$ cat src/hw/rtl/lbfs_pkg.sv
package lbfs_pkg;

  localparam int NUM_LEDS_DEF = 10;
  localparam int CHANNELS     = 12;
  localparam int FRAME_LEN    = CHANNELS + 2;
  localparam int CNT_W        = $clog2(FRAME_LEN);
  localparam int LEVEL_W      = 8;
  localparam int INDEX_W      = 8;
  localparam int MASK_W       = 10;
  localparam int WORD_W       = 16;
  localparam int FUNC_W       = 3;
  localparam int CFG_IDX_W    = 1;
  localparam int CFG_DATA_W   = 16;
  localparam int IN_DATA_W    = 32;
  localparam int OUT_DATA_W   = 32;

  localparam logic [LEVEL_W-1:0] BRIGHTNESS_RST = 8'd192;
  localparam logic [CNT_W-1:0]   CNT_LAST       = CNT_W'(FRAME_LEN - 1);

  localparam logic [CFG_IDX_W-1:0] REG_BRIGHTNESS   = 1'd0;
  localparam logic [CFG_IDX_W-1:0] REG_COMMAND_WORD = 1'd1;

  localparam logic [FUNC_W-1:0] FUNC_ON         = 3'd0;
  localparam logic [FUNC_W-1:0] FUNC_OFF        = 3'd1;
  localparam logic [FUNC_W-1:0] FUNC_TOGGLE     = 3'd2;
  localparam logic [FUNC_W-1:0] FUNC_ALL_ON     = 3'd3;
  localparam logic [FUNC_W-1:0] FUNC_ALL_OFF    = 3'd4;
  localparam logic [FUNC_W-1:0] FUNC_TOGGLE_ALL = 3'd5;
  localparam logic [FUNC_W-1:0] FUNC_SET_MASK   = 3'd6;
  localparam logic [FUNC_W-1:0] FUNC_SET_LEVEL  = 3'd7;

  typedef struct packed {
    logic load;
    logic shift;
  } chain_ctrl_t;

endpackage

$ cat src/hw/rtl/lbfs_cell.sv
module lbfs_cell #(
  parameter int INDEX = 0
) (
  input  logic                          clk,
  input  logic                          rst,
  input  lbfs_pkg::chain_ctrl_t         ctrl,
  input  logic [lbfs_pkg::FUNC_W-1:0]   func,
  input  logic [lbfs_pkg::INDEX_W-1:0]  led_index,
  input  logic [lbfs_pkg::MASK_W-1:0]   state_mask,
  input  logic [lbfs_pkg::LEVEL_W-1:0]  level,
  input  logic [lbfs_pkg::LEVEL_W-1:0]  brightness,
  input  logic [lbfs_pkg::LEVEL_W-1:0]  tap_in,
  output logic [lbfs_pkg::LEVEL_W-1:0]  tap_out,
  output logic [lbfs_pkg::LEVEL_W-1:0]  level_out
);
  import lbfs_pkg::*;

  logic [LEVEL_W-1:0] led_level;
  logic [LEVEL_W-1:0] led_level_next;
  logic [LEVEL_W-1:0] tap;
  logic [MASK_W-1:0]  mask_sh;
  logic               hit;
  logic               mask_bit;
  logic               bar_on;
  logic               is_off;

  assign hit      = (led_index == INDEX_W'(INDEX));
  assign mask_sh  = state_mask >> INDEX;
  assign mask_bit = mask_sh[0];
  assign bar_on   = (INDEX_W'(INDEX) < level);
  assign is_off   = (led_level == '0);

  always_comb begin
    led_level_next = led_level;
    unique case (func)
      FUNC_ON:         if (hit) led_level_next = brightness;
      FUNC_OFF:        if (hit) led_level_next = '0;
      FUNC_TOGGLE:     if (hit) led_level_next = is_off ? brightness : '0;
      FUNC_ALL_ON:     led_level_next = brightness;
      FUNC_ALL_OFF:    led_level_next = '0;
      FUNC_TOGGLE_ALL: led_level_next = is_off ? brightness : '0;
      FUNC_SET_MASK:   led_level_next = mask_bit ? brightness : '0;
      FUNC_SET_LEVEL:  led_level_next = bar_on ? brightness : '0;
      default:         led_level_next = led_level;
    endcase
  end

  always_ff @(posedge clk) begin
    if (rst) begin
      led_level <= '0;
    end else if (ctrl.load) begin
      led_level <= led_level_next;
    end
  end

  always_ff @(posedge clk) begin
    if (ctrl.load) begin
      tap <= led_level_next;
    end else if (ctrl.shift) begin
      tap <= tap_in;
    end
  end

  assign tap_out   = tap;
  assign level_out = led_level;

endmodule

$ cat src/hw/rtl/lbfs_ctrl.sv
module lbfs_ctrl (
  input  logic                        clk,
  input  logic                        rst,
  input  logic                        in_valid,
  input  logic                        out_ready,
  output logic                        in_ready,
  output logic                        busy,
  output logic [lbfs_pkg::CNT_W-1:0]  cnt,
  output lbfs_pkg::chain_ctrl_t       ctrl
);
  import lbfs_pkg::*;

  logic             busy_next;
  logic [CNT_W-1:0] cnt_next;
  logic             in_fire;
  logic             out_fire;
  logic             at_last;

  assign at_last    = (cnt == CNT_LAST);
  assign out_fire   = busy && out_ready;
  assign in_ready   = !busy || (out_fire && at_last);
  assign in_fire    = in_valid && in_ready;
  assign ctrl.load  = in_fire;
  assign ctrl.shift = out_fire && (cnt != '0);

  always_comb begin
    busy_next = busy;
    cnt_next  = cnt;
    if (in_fire) begin
      busy_next = 1'b1;
      cnt_next  = '0;
    end else if (out_fire) begin
      if (at_last) begin
        busy_next = 1'b0;
      end else begin
        cnt_next = cnt + 1'b1;
      end
    end
  end

  always_ff @(posedge clk) begin
    if (rst) begin
      busy <= 1'b0;
      cnt  <= '0;
    end else begin
      busy <= busy_next;
      cnt  <= cnt_next;
    end
  end

endmodule

$ cat src/hw/rtl/led_bar_frame_sequencer_top.sv
// LED bar frame sequencer.
// Each request on the slave stream is one command that updates the stored
// LED levels. For every command the master stream delivers a frame of 14
// words: the command word, the framed LED levels from the highest index
// down, zero pads up to twelve channel words, and a latch marker flagged by
// tuser and tlast. Every word also carries the on/off mask of the LEDs.
// The levels live in a row of cells; a frame is read out by shifting a copy
// of the levels along that row, one word per accepted output.
// The first word is valid in the cycle after the command is accepted. A new
// command is accepted in the same cycle as the latch word of the previous
// frame, so the frames of an unstalled stream follow back to back.
// When the receiver stalls, the current word holds and no command is taken
// until the frame has been drained.
// Reset clears all levels, sets brightness to 192 and the command word to 0.
// Configuration writes are taken at any time and are meant for idle periods.
module led_bar_frame_sequencer_top #(
  parameter int NUM_LEDS = lbfs_pkg::NUM_LEDS_DEF
) (
  input  logic                              clk,
  input  logic                              rst,
  input  logic                              s_axis_tvalid,
  output logic                              s_axis_tready,
  // func[2:0], led_index[10:3], state_mask[20:11], level[28:21], zeros above
  input  logic [lbfs_pkg::IN_DATA_W-1:0]    s_axis_tdata,
  output logic                              m_axis_tvalid,
  input  logic                              m_axis_tready,
  // frame_word[15:0], led_mask[25:16], zeros above
  output logic [lbfs_pkg::OUT_DATA_W-1:0]   m_axis_tdata,
  // is_latch[0]
  output logic                              m_axis_tuser,
  output logic                              m_axis_tlast,
  input  logic                              cfg_we,
  input  logic [lbfs_pkg::CFG_IDX_W-1:0]    cfg_index,
  input  logic [lbfs_pkg::CFG_DATA_W-1:0]   cfg_data
);
  import lbfs_pkg::*;

  localparam int FRAMED = (NUM_LEDS < CHANNELS) ? NUM_LEDS : CHANNELS;

  logic [LEVEL_W-1:0] brightness;
  logic [WORD_W-1:0]  command_word;
  logic [FUNC_W-1:0]  func;
  logic [INDEX_W-1:0] led_index;
  logic [MASK_W-1:0]  state_mask;
  logic [LEVEL_W-1:0] level;
  logic               busy;
  logic [CNT_W-1:0]   cnt;
  chain_ctrl_t        ctrl;
  logic [LEVEL_W-1:0] taps   [NUM_LEDS];
  logic [LEVEL_W-1:0] levels [NUM_LEDS];
  logic [MASK_W-1:0]  led_mask;
  logic [WORD_W-1:0]  frame_word;
  logic               is_latch;

  assign func       = s_axis_tdata[2:0];
  assign led_index  = s_axis_tdata[10:3];
  assign state_mask = s_axis_tdata[20:11];
  assign level      = s_axis_tdata[28:21];

  always_ff @(posedge clk) begin
    if (rst) begin
      brightness   <= BRIGHTNESS_RST;
      command_word <= '0;
    end else if (cfg_we) begin
      unique case (cfg_index)
        REG_BRIGHTNESS:   brightness   <= cfg_data[LEVEL_W-1:0];
        REG_COMMAND_WORD: command_word <= cfg_data[WORD_W-1:0];
        default:          ;
      endcase
    end
  end

  lbfs_ctrl u_ctrl (
    .clk       (clk),
    .rst       (rst),
    .in_valid  (s_axis_tvalid),
    .out_ready (m_axis_tready),
    .in_ready  (s_axis_tready),
    .busy      (busy),
    .cnt       (cnt),
    .ctrl      (ctrl)
  );

  for (genvar i = 0; i < NUM_LEDS; i++) begin : g_cell
    logic [LEVEL_W-1:0] tap_in;
    if (i == 0) begin : g_head
      assign tap_in = '0;
    end else begin : g_link
      assign tap_in = taps[i-1];
    end
    lbfs_cell #(.INDEX(i)) u_cell (
      .clk        (clk),
      .rst        (rst),
      .ctrl       (ctrl),
      .func       (func),
      .led_index  (led_index),
      .state_mask (state_mask),
      .level      (level),
      .brightness (brightness),
      .tap_in     (tap_in),
      .tap_out    (taps[i]),
      .level_out  (levels[i])
    );
  end

  for (genvar i = 0; i < MASK_W; i++) begin : g_mask
    if (i < NUM_LEDS) begin : g_led
      assign led_mask[i] = |levels[i];
    end else begin : g_none
      assign led_mask[i] = 1'b0;
    end
  end

  assign is_latch = (cnt == CNT_LAST);

  always_comb begin
    if (cnt == '0) begin
      frame_word = command_word;
    end else if (is_latch) begin
      frame_word = '0;
    end else begin
      frame_word = WORD_W'(taps[FRAMED-1]);
    end
  end

  assign m_axis_tvalid = busy;
  assign m_axis_tdata  = {{(OUT_DATA_W - MASK_W - WORD_W){1'b0}}, led_mask, frame_word};
  assign m_axis_tuser  = is_latch;
  assign m_axis_tlast  = is_latch;

  a_last_is_latch: assert property (@(posedge clk) disable iff (rst)
    m_axis_tvalid && m_axis_tlast |-> m_axis_tuser && (m_axis_tdata[15:0] == '0))
    else $error("last word of a frame is not a latch marker");

  a_take_only_at_end: assert property (@(posedge clk) disable iff (rst)
    s_axis_tvalid && s_axis_tready && m_axis_tvalid |->
      m_axis_tready && m_axis_tlast)
    else $error("command taken while a frame is still pending");

  a_frame_starts: assert property (@(posedge clk) disable iff (rst)
    s_axis_tvalid && s_axis_tready |=> m_axis_tvalid && !m_axis_tuser)
    else $error("frame does not open with the command word");

  a_mask_steady: assert property (@(posedge clk) disable iff (rst)
    m_axis_tvalid && !m_axis_tlast && $past(m_axis_tvalid) && !$past(m_axis_tlast) |->
      (m_axis_tdata[25:16] == $past(m_axis_tdata[25:16])))
    else $error("LED mask changed inside a frame");

endmodule

$ cat config.mk
export PLATFORM = sky130hd
export DESIGN_NAME = led_bar_frame_sequencer_top
export DESIGN_NICKNAME = d
export VERILOG_FILES = /design/src/hw/rtl/lbfs_pkg.sv /design/src/hw/rtl/lbfs_cell.sv /design/src/hw/rtl/lbfs_ctrl.sv /design/src/hw/rtl/led_bar_frame_sequencer_top.sv
export SDC_FILE = /design/constraint.sdc
export NUM_CORES = 1
export LEC_CHECK = 0
export BUFFER_PORTS_ARGS = -buffer_cell sky130_fd_sc_hd__buf_2
export CAP_MARGIN = 20
export CORE_UTILIZATION = 35
export CTS_CLUSTER_SIZE = 16
export DETAILED_ROUTE_END_ITERATION = 10
export HOLD_SLACK_MARGIN = 0.06
export PLACE_DENSITY = 0.64
export SLEW_MARGIN = 20
export SYNTH_ARGS = -nofsm -noshare
export SYNTH_HDL_FRONTEND = slang
export SYNTH_SLANG_ARGS = --single-unit
$ cat constraint.sdc
create_clock -name clk -period 6.9 [get_ports clk]
set_input_delay 0.345 -clock clk [delete_from_list [all_inputs] [get_ports clk]]
set_output_delay 0.345 -clock clk [all_outputs]
set_load 0.005 [all_outputs]
# Word-level counts from Yosys, hierarchy flattened
# Index checks and enable logic that the tools add are counted.
# W data, S select, Z words.
# totals
reg_bits	189
out_inout_bits	36
# op_classes
addsub	1
n_lt_le_gt_ge	10
n_eq_ne	17
n_mux	95
n_bitwise	2
n_reduce_logical	38
# ops
operator	n
$mux W8	81
$pmux W8 S8	10
$logic_not A8 Y1	11
$reduce_or A8 Y1	10
$eq A8 B3 Y1 const B	4
$lt A3 B8 Y1 const A	4
$eq A8 B2 Y1 const B	2
$eq A8 B4 Y1 const B	2
$lt A1 B8 Y1 const A	2
$lt A2 B8 Y1 const A	2
$lt A4 B8 Y1 const A	2
$mux W16	1
$eq A3 B3 Y1 const B	4
$eq A8 B1 Y1 const B	1
$reduce_and A2 Y1	4
$eq A3 B2 Y1 const B	2
$reduce_bool A2 Y1	3
$add A4 B1 Y4 const B	1
$eq A4 B4 Y1 const B	1
$logic_and A1 B1 Y1	4
$logic_not A4 Y1	1
$reduce_bool A4 Y1	1
$eq A3 B1 Y1 const B	1
$logic_not A3 Y1	1
other kinds (5)	8

# Depth between registers and ports, before layout
# logic_depth
word_depth	6
depth_mapped	9

# Hierarchy
# Synthesis repeated with hierarchy kept, for this count alone.
# hier_totals
hier_cells	1453
area_unflattened_um2	12854.8
# by_module_without_submodules
module	instances	cells_each	area_per_inst_um2
lbfs_cell (g_cell[9].u_cell)	1	148	1337.5
lbfs_cell (g_cell[1].u_cell)	1	153	1258.7
led_bar_frame_sequencer_top	1	165	1226.2
lbfs_cell (g_cell[2].u_cell)	1	135	1204.9
lbfs_cell (g_cell[5].u_cell)	1	129	1191.1
lbfs_cell (g_cell[8].u_cell)	1	117	1118.6
lbfs_cell (g_cell[3].u_cell)	1	115	1088.5
lbfs_cell (g_cell[0].u_cell)	1	118	1052.3
lbfs_cell (g_cell[7].u_cell)	1	116	1047.3
lbfs_cell (g_cell[4].u_cell)	1	109	1012.2
lbfs_cell (g_cell[6].u_cell)	1	110	998.5
lbfs_ctrl	1	38	319.1

# Worst setup path after synthesis
# No wires, ideal clock.
# synth_path
path_type	register to register
startpoint	reg u_ctrl.cnt[0] (netlist bit)
endpoint	reg g_cell[0].u_cell.tap[0] (enable)
arrival_time_ps	6635
setup_slack_ps	-363
path_stages_with_launch	6
path_buffers	1
synth_period_minus_slack_ps	7263
path_cell_list	dfxtp_1 > inv_1 > ha_1 > nor3b_1 > clkbuf_1 > o21ai_0
# synth_via
elab_chain_cells	5
elab_cells_between_ends	7
cone_classes	eq/ne: 1; reduce/logical: 6
# synth_lines
element	line_no	rtl
from (decl)	lbfs_ctrl.sv:8	output logic [lbfs_pkg::CNT_W-1:0] cnt,
from (signal assigned)	lbfs_ctrl.sv:47	cnt <= cnt_next;
$eq A4 B4 Y1	lbfs_ctrl.sv:19	assign at_last = (cnt == CNT_LAST);
$logic_and A1 B1 Y1	lbfs_ctrl.sv:21	assign in_ready = !busy || (out_fire && at_last);
$logic_or A1 B1 Y1	lbfs_ctrl.sv:21	
$logic_and A1 B1 Y1	lbfs_ctrl.sv:22	assign in_fire = in_valid && in_ready;
$reduce_bool A2 Y1 (no line) (*)	-	
to (signal assigned)	lbfs_cell.sv:58	tap <= led_level_next;
to (signal assigned)	lbfs_cell.sv:60	tap <= tap_in;
to (decl)	lbfs_cell.sv:20	logic [LEVEL_W-1:0] tap;
# Mark *: on every way between the ends. The rest lies on a longest branch, timed or not.
# A chain may end at the register's enable or synchronous reset.

# Worst setup path in the final report
# layout_path
startpoint	reg u_ctrl.cnt[1] (netlist bit)
endpoint	reg g_cell[2].u_cell.led_level[4]
# layout_via
elab_chain_cells	4
# layout_lines
element	line_no	rtl
$eq A4 B4 Y1	lbfs_ctrl.sv:19	
$logic_and A1 B1 Y1	lbfs_ctrl.sv:21	
$logic_or A1 B1 Y1	lbfs_ctrl.sv:21	
$logic_and A1 B1 Y1	lbfs_ctrl.sv:22	
to (signal assigned)	lbfs_cell.sv:52	led_level <= led_level_next;
to (decl)	lbfs_cell.sv:18	logic [LEVEL_W-1:0] led_level;
# No other way between the ends.

==> results.toml <==
[synthesis]
synth_area_um2 = 11600
synth-main-ff-cell = "dfxtp_1"
synth_area_leaders = "edfxtp_1 (21%), dfxtp_1 (19%), nand2_1 (4.3%)"
synth_cell_types = 85
yosysWarnings = 0
synth-seq-cells = 189
synth_top_area_share_pct = 20.7
yosysTopAreaCell = "edfxtp_1"
synth_edf_count = 80
ys_seq_area_share_pct = 39.5
synthCells = 1263
avgSynthCellArea_um2 = 9.19
async_reset_ff_share_pct = 0

[placement]
placed_cells = 1686
place_area_um2 = 12200
dp_hpwl_um = 24100
place.gp.congestion = 0.835
io_buffer_count = 80

[clock_tree]
cts-htree-levels = 4
numCtsBuffers = 17
cts-root-buf = "clkbuf_16"
post_cts_resized = 0
clk_pin_slew_worst_paths_ns = 0.07
insertion_delay_ns = 0.46
cts_tree = "yes"
postCtsHoldBufs = 0
postCtsSetupRepairBufs = 0
clockBufferDepth = 2
clock-sinks = 189

[global_route]
antenna_found_initial = 0
grt_pass1_vias = 10000
grt_overflow = 0
grt_pass1_wl_um = 58000
grt_max_degree = 74
grt_use_total_pct = 22.3

[timing]
period_needed_ns = 3.05
finalCritPeriodShare_pct = 44.2
rsz0062_at_grt = "false"
fmax_mhz = 328
clock_skew_ns = 0.0146
maxSlewViolCount = 0
setup_tns_ns = 0
finalHoldViolCount = 0
timing.hold.ws_ns = 0.128
worstMarginPinSlew_ns = 1.18
relSlewSlack_pct = 21.3
setup_viol = 0

[routing]
drtIter0Drc = 1167
ant_nets = 0
routed_wl_um = 38000
drc = 0
drt_first_pass_iters = 6
detail_route.wl_per_cell_um = 22.1
vias_per_cell = 6.31
vias = 10800

[power_and_ir_drop]
power_density_nw_per_um2 = 214
power_frac_clock_pct = 35.5
p_seq_share_pct = 46.7
switching_share_pct = 31.5
p_int_mw = 1.87
leakage_nw = 4.34
ir_drop_mv = 0.183
p_comb_share_pct = 17.8
switching_power_uw = 859

[cells_and_area]
mostFrequentLayoutCell = "nand2_1"
final_cell_mix = "nand2_1 (132), dfxtp_1 (109), a21oi_1 (96), nand3_1 (83)"
n_antenna_cell = 0
finalNonFillerCells = 1718
area_growth_pct = 9.83
drive_above_1_share_pct = 17.9
fill_cells = 3235
design_area_um2 = 12700
nNetsFinal = 1320

[floorplanning]
fp.dieH_um = 184
die_area_um2 = 33900
core_area_um2 = 32600
ios = 90
rows = 66
die_w_um = 184
start_util_pct = 35.6

[worst_setup_path]
worstSetupPathType = "reg2reg"
crit_required_ns = 7.25
crit_path_max_fanout = 68
critPathCaptureType = "register"
r2r_cells = 8
critPathLaunchType = "register"
arrival_ns = 3.41

[job]
cap_violations = 0

[run_status]
status = "completed"

[worst_hold_path]
hold_class = "in2reg"
hold_depth = 3
[sequential cells by signal, summed over array words and instances (netlist names)]
name,count
g_cell.u_cell.level_out,80
g_cell.u_cell.tap_out,80
command_word,16
brightness,8
u_ctrl.cnt,4
u_ctrl.busy,1
[logic make-up after synthesis]
kind of cell	share of synthesized area (%)
multiplexers	1.64
flip-flops	39.5
XOR/XNOR	0.464
other	0.0323
adder cells (fa/ha/maj)	0.324
buffers and inverters	6.03
AND/OR/NAND/NOR	17.6
AO/OA/AOI/OAI	34.5
[power by group through the flow]
stage          sequential (mW)  combinational, mW  clock [mW]
2_1_floorplan             1.29              0.325           0
3_3_place_gp              1.29              0.465           0
3_5_place_dp              1.30              0.473           0
4_1_cts                   1.27              0.475       0.978
5_1_grt                   1.28              0.519        1.02
6_report                  1.27              0.485       0.969
[layer usage]
metal	vias to the layer above	routed length [µm]	track usage, %
met2	578	16800	34.5
met4	0	1330	9.47
met3	83	3300	3.66
met1	5220	16500	30.5
met5	-	0	0
li1	4954	-	-
[through the flow]
step | power [mW] | util, % | setup slack, ns
global route | 2.82 | 39.1 | 3.68
finish | 2.73 | 39.1 | 3.85
global placement | 1.76 | 37.3 | 3.72
floorplan | 1.61 | - | 1.80
CTS | 2.72 | 39.0 | 3.78
detailed placement | 1.77 | 37.3 | 3.71
[critical path: stages, from the launching register on]
cell      delay (ns)
dfxtp_1         0.38
inv_1           0.08
ha_1            0.19
nand4_1         0.22
a21bo_4         0.57
buf_4           0.68
a21o_1          0.36
a221oi_1        0.15
a211oi_1        0.28
[synth_stat cells, drive strengths merged, types with 3 or more instances]
master,instances
a41oi,3
o41ai,9
and2,57
nor2b,3
a221oi,32
o22ai,8
mux2,16
nor4b,3
edfxtp,80
a21o,47
dfxtp,109
ha,3
nand3,84
nor2,26
o311ai,49
o21a,41
nand2b,3
nand4,7
and3,5
a21boi,11
nor4bb,3
a22o,15
clkbuf,63
o211ai,10
o31ai,11
a22oi,7
a31o,9
o21ai,43
a211oi,70
nand2,132
inv,6
a21oi,104
a311oi,50
nor3,15
buf,71
nor4,31
[final cells by class]
type                       instances  area [µm²]  share of cell area [%]
multi-input combinational        939        6400                    50.2
sequential                       189        4580                    36.0
timing repair buffer             110         626                    4.91
tap                              442         553                    4.34
clock buffer                      17         425                    3.34
clock inverter                    15         131                    1.03
inverter                           6        22.5                   0.177
[final timing paths]
path / end / from / slack (ns)
max: g_cell[2].u_cell.level_out[4] / u_ctrl.cnt[1] / 3.85
min reg2reg: command_word[8] / command_word[8] / 0.45
min: brightness[7] / cfg_data[7] / 0.13
max reg2reg: g_cell[2].u_cell.level_out[4] / u_ctrl.cnt[1] / 3.85
Power figures use the tool's default switching activity.
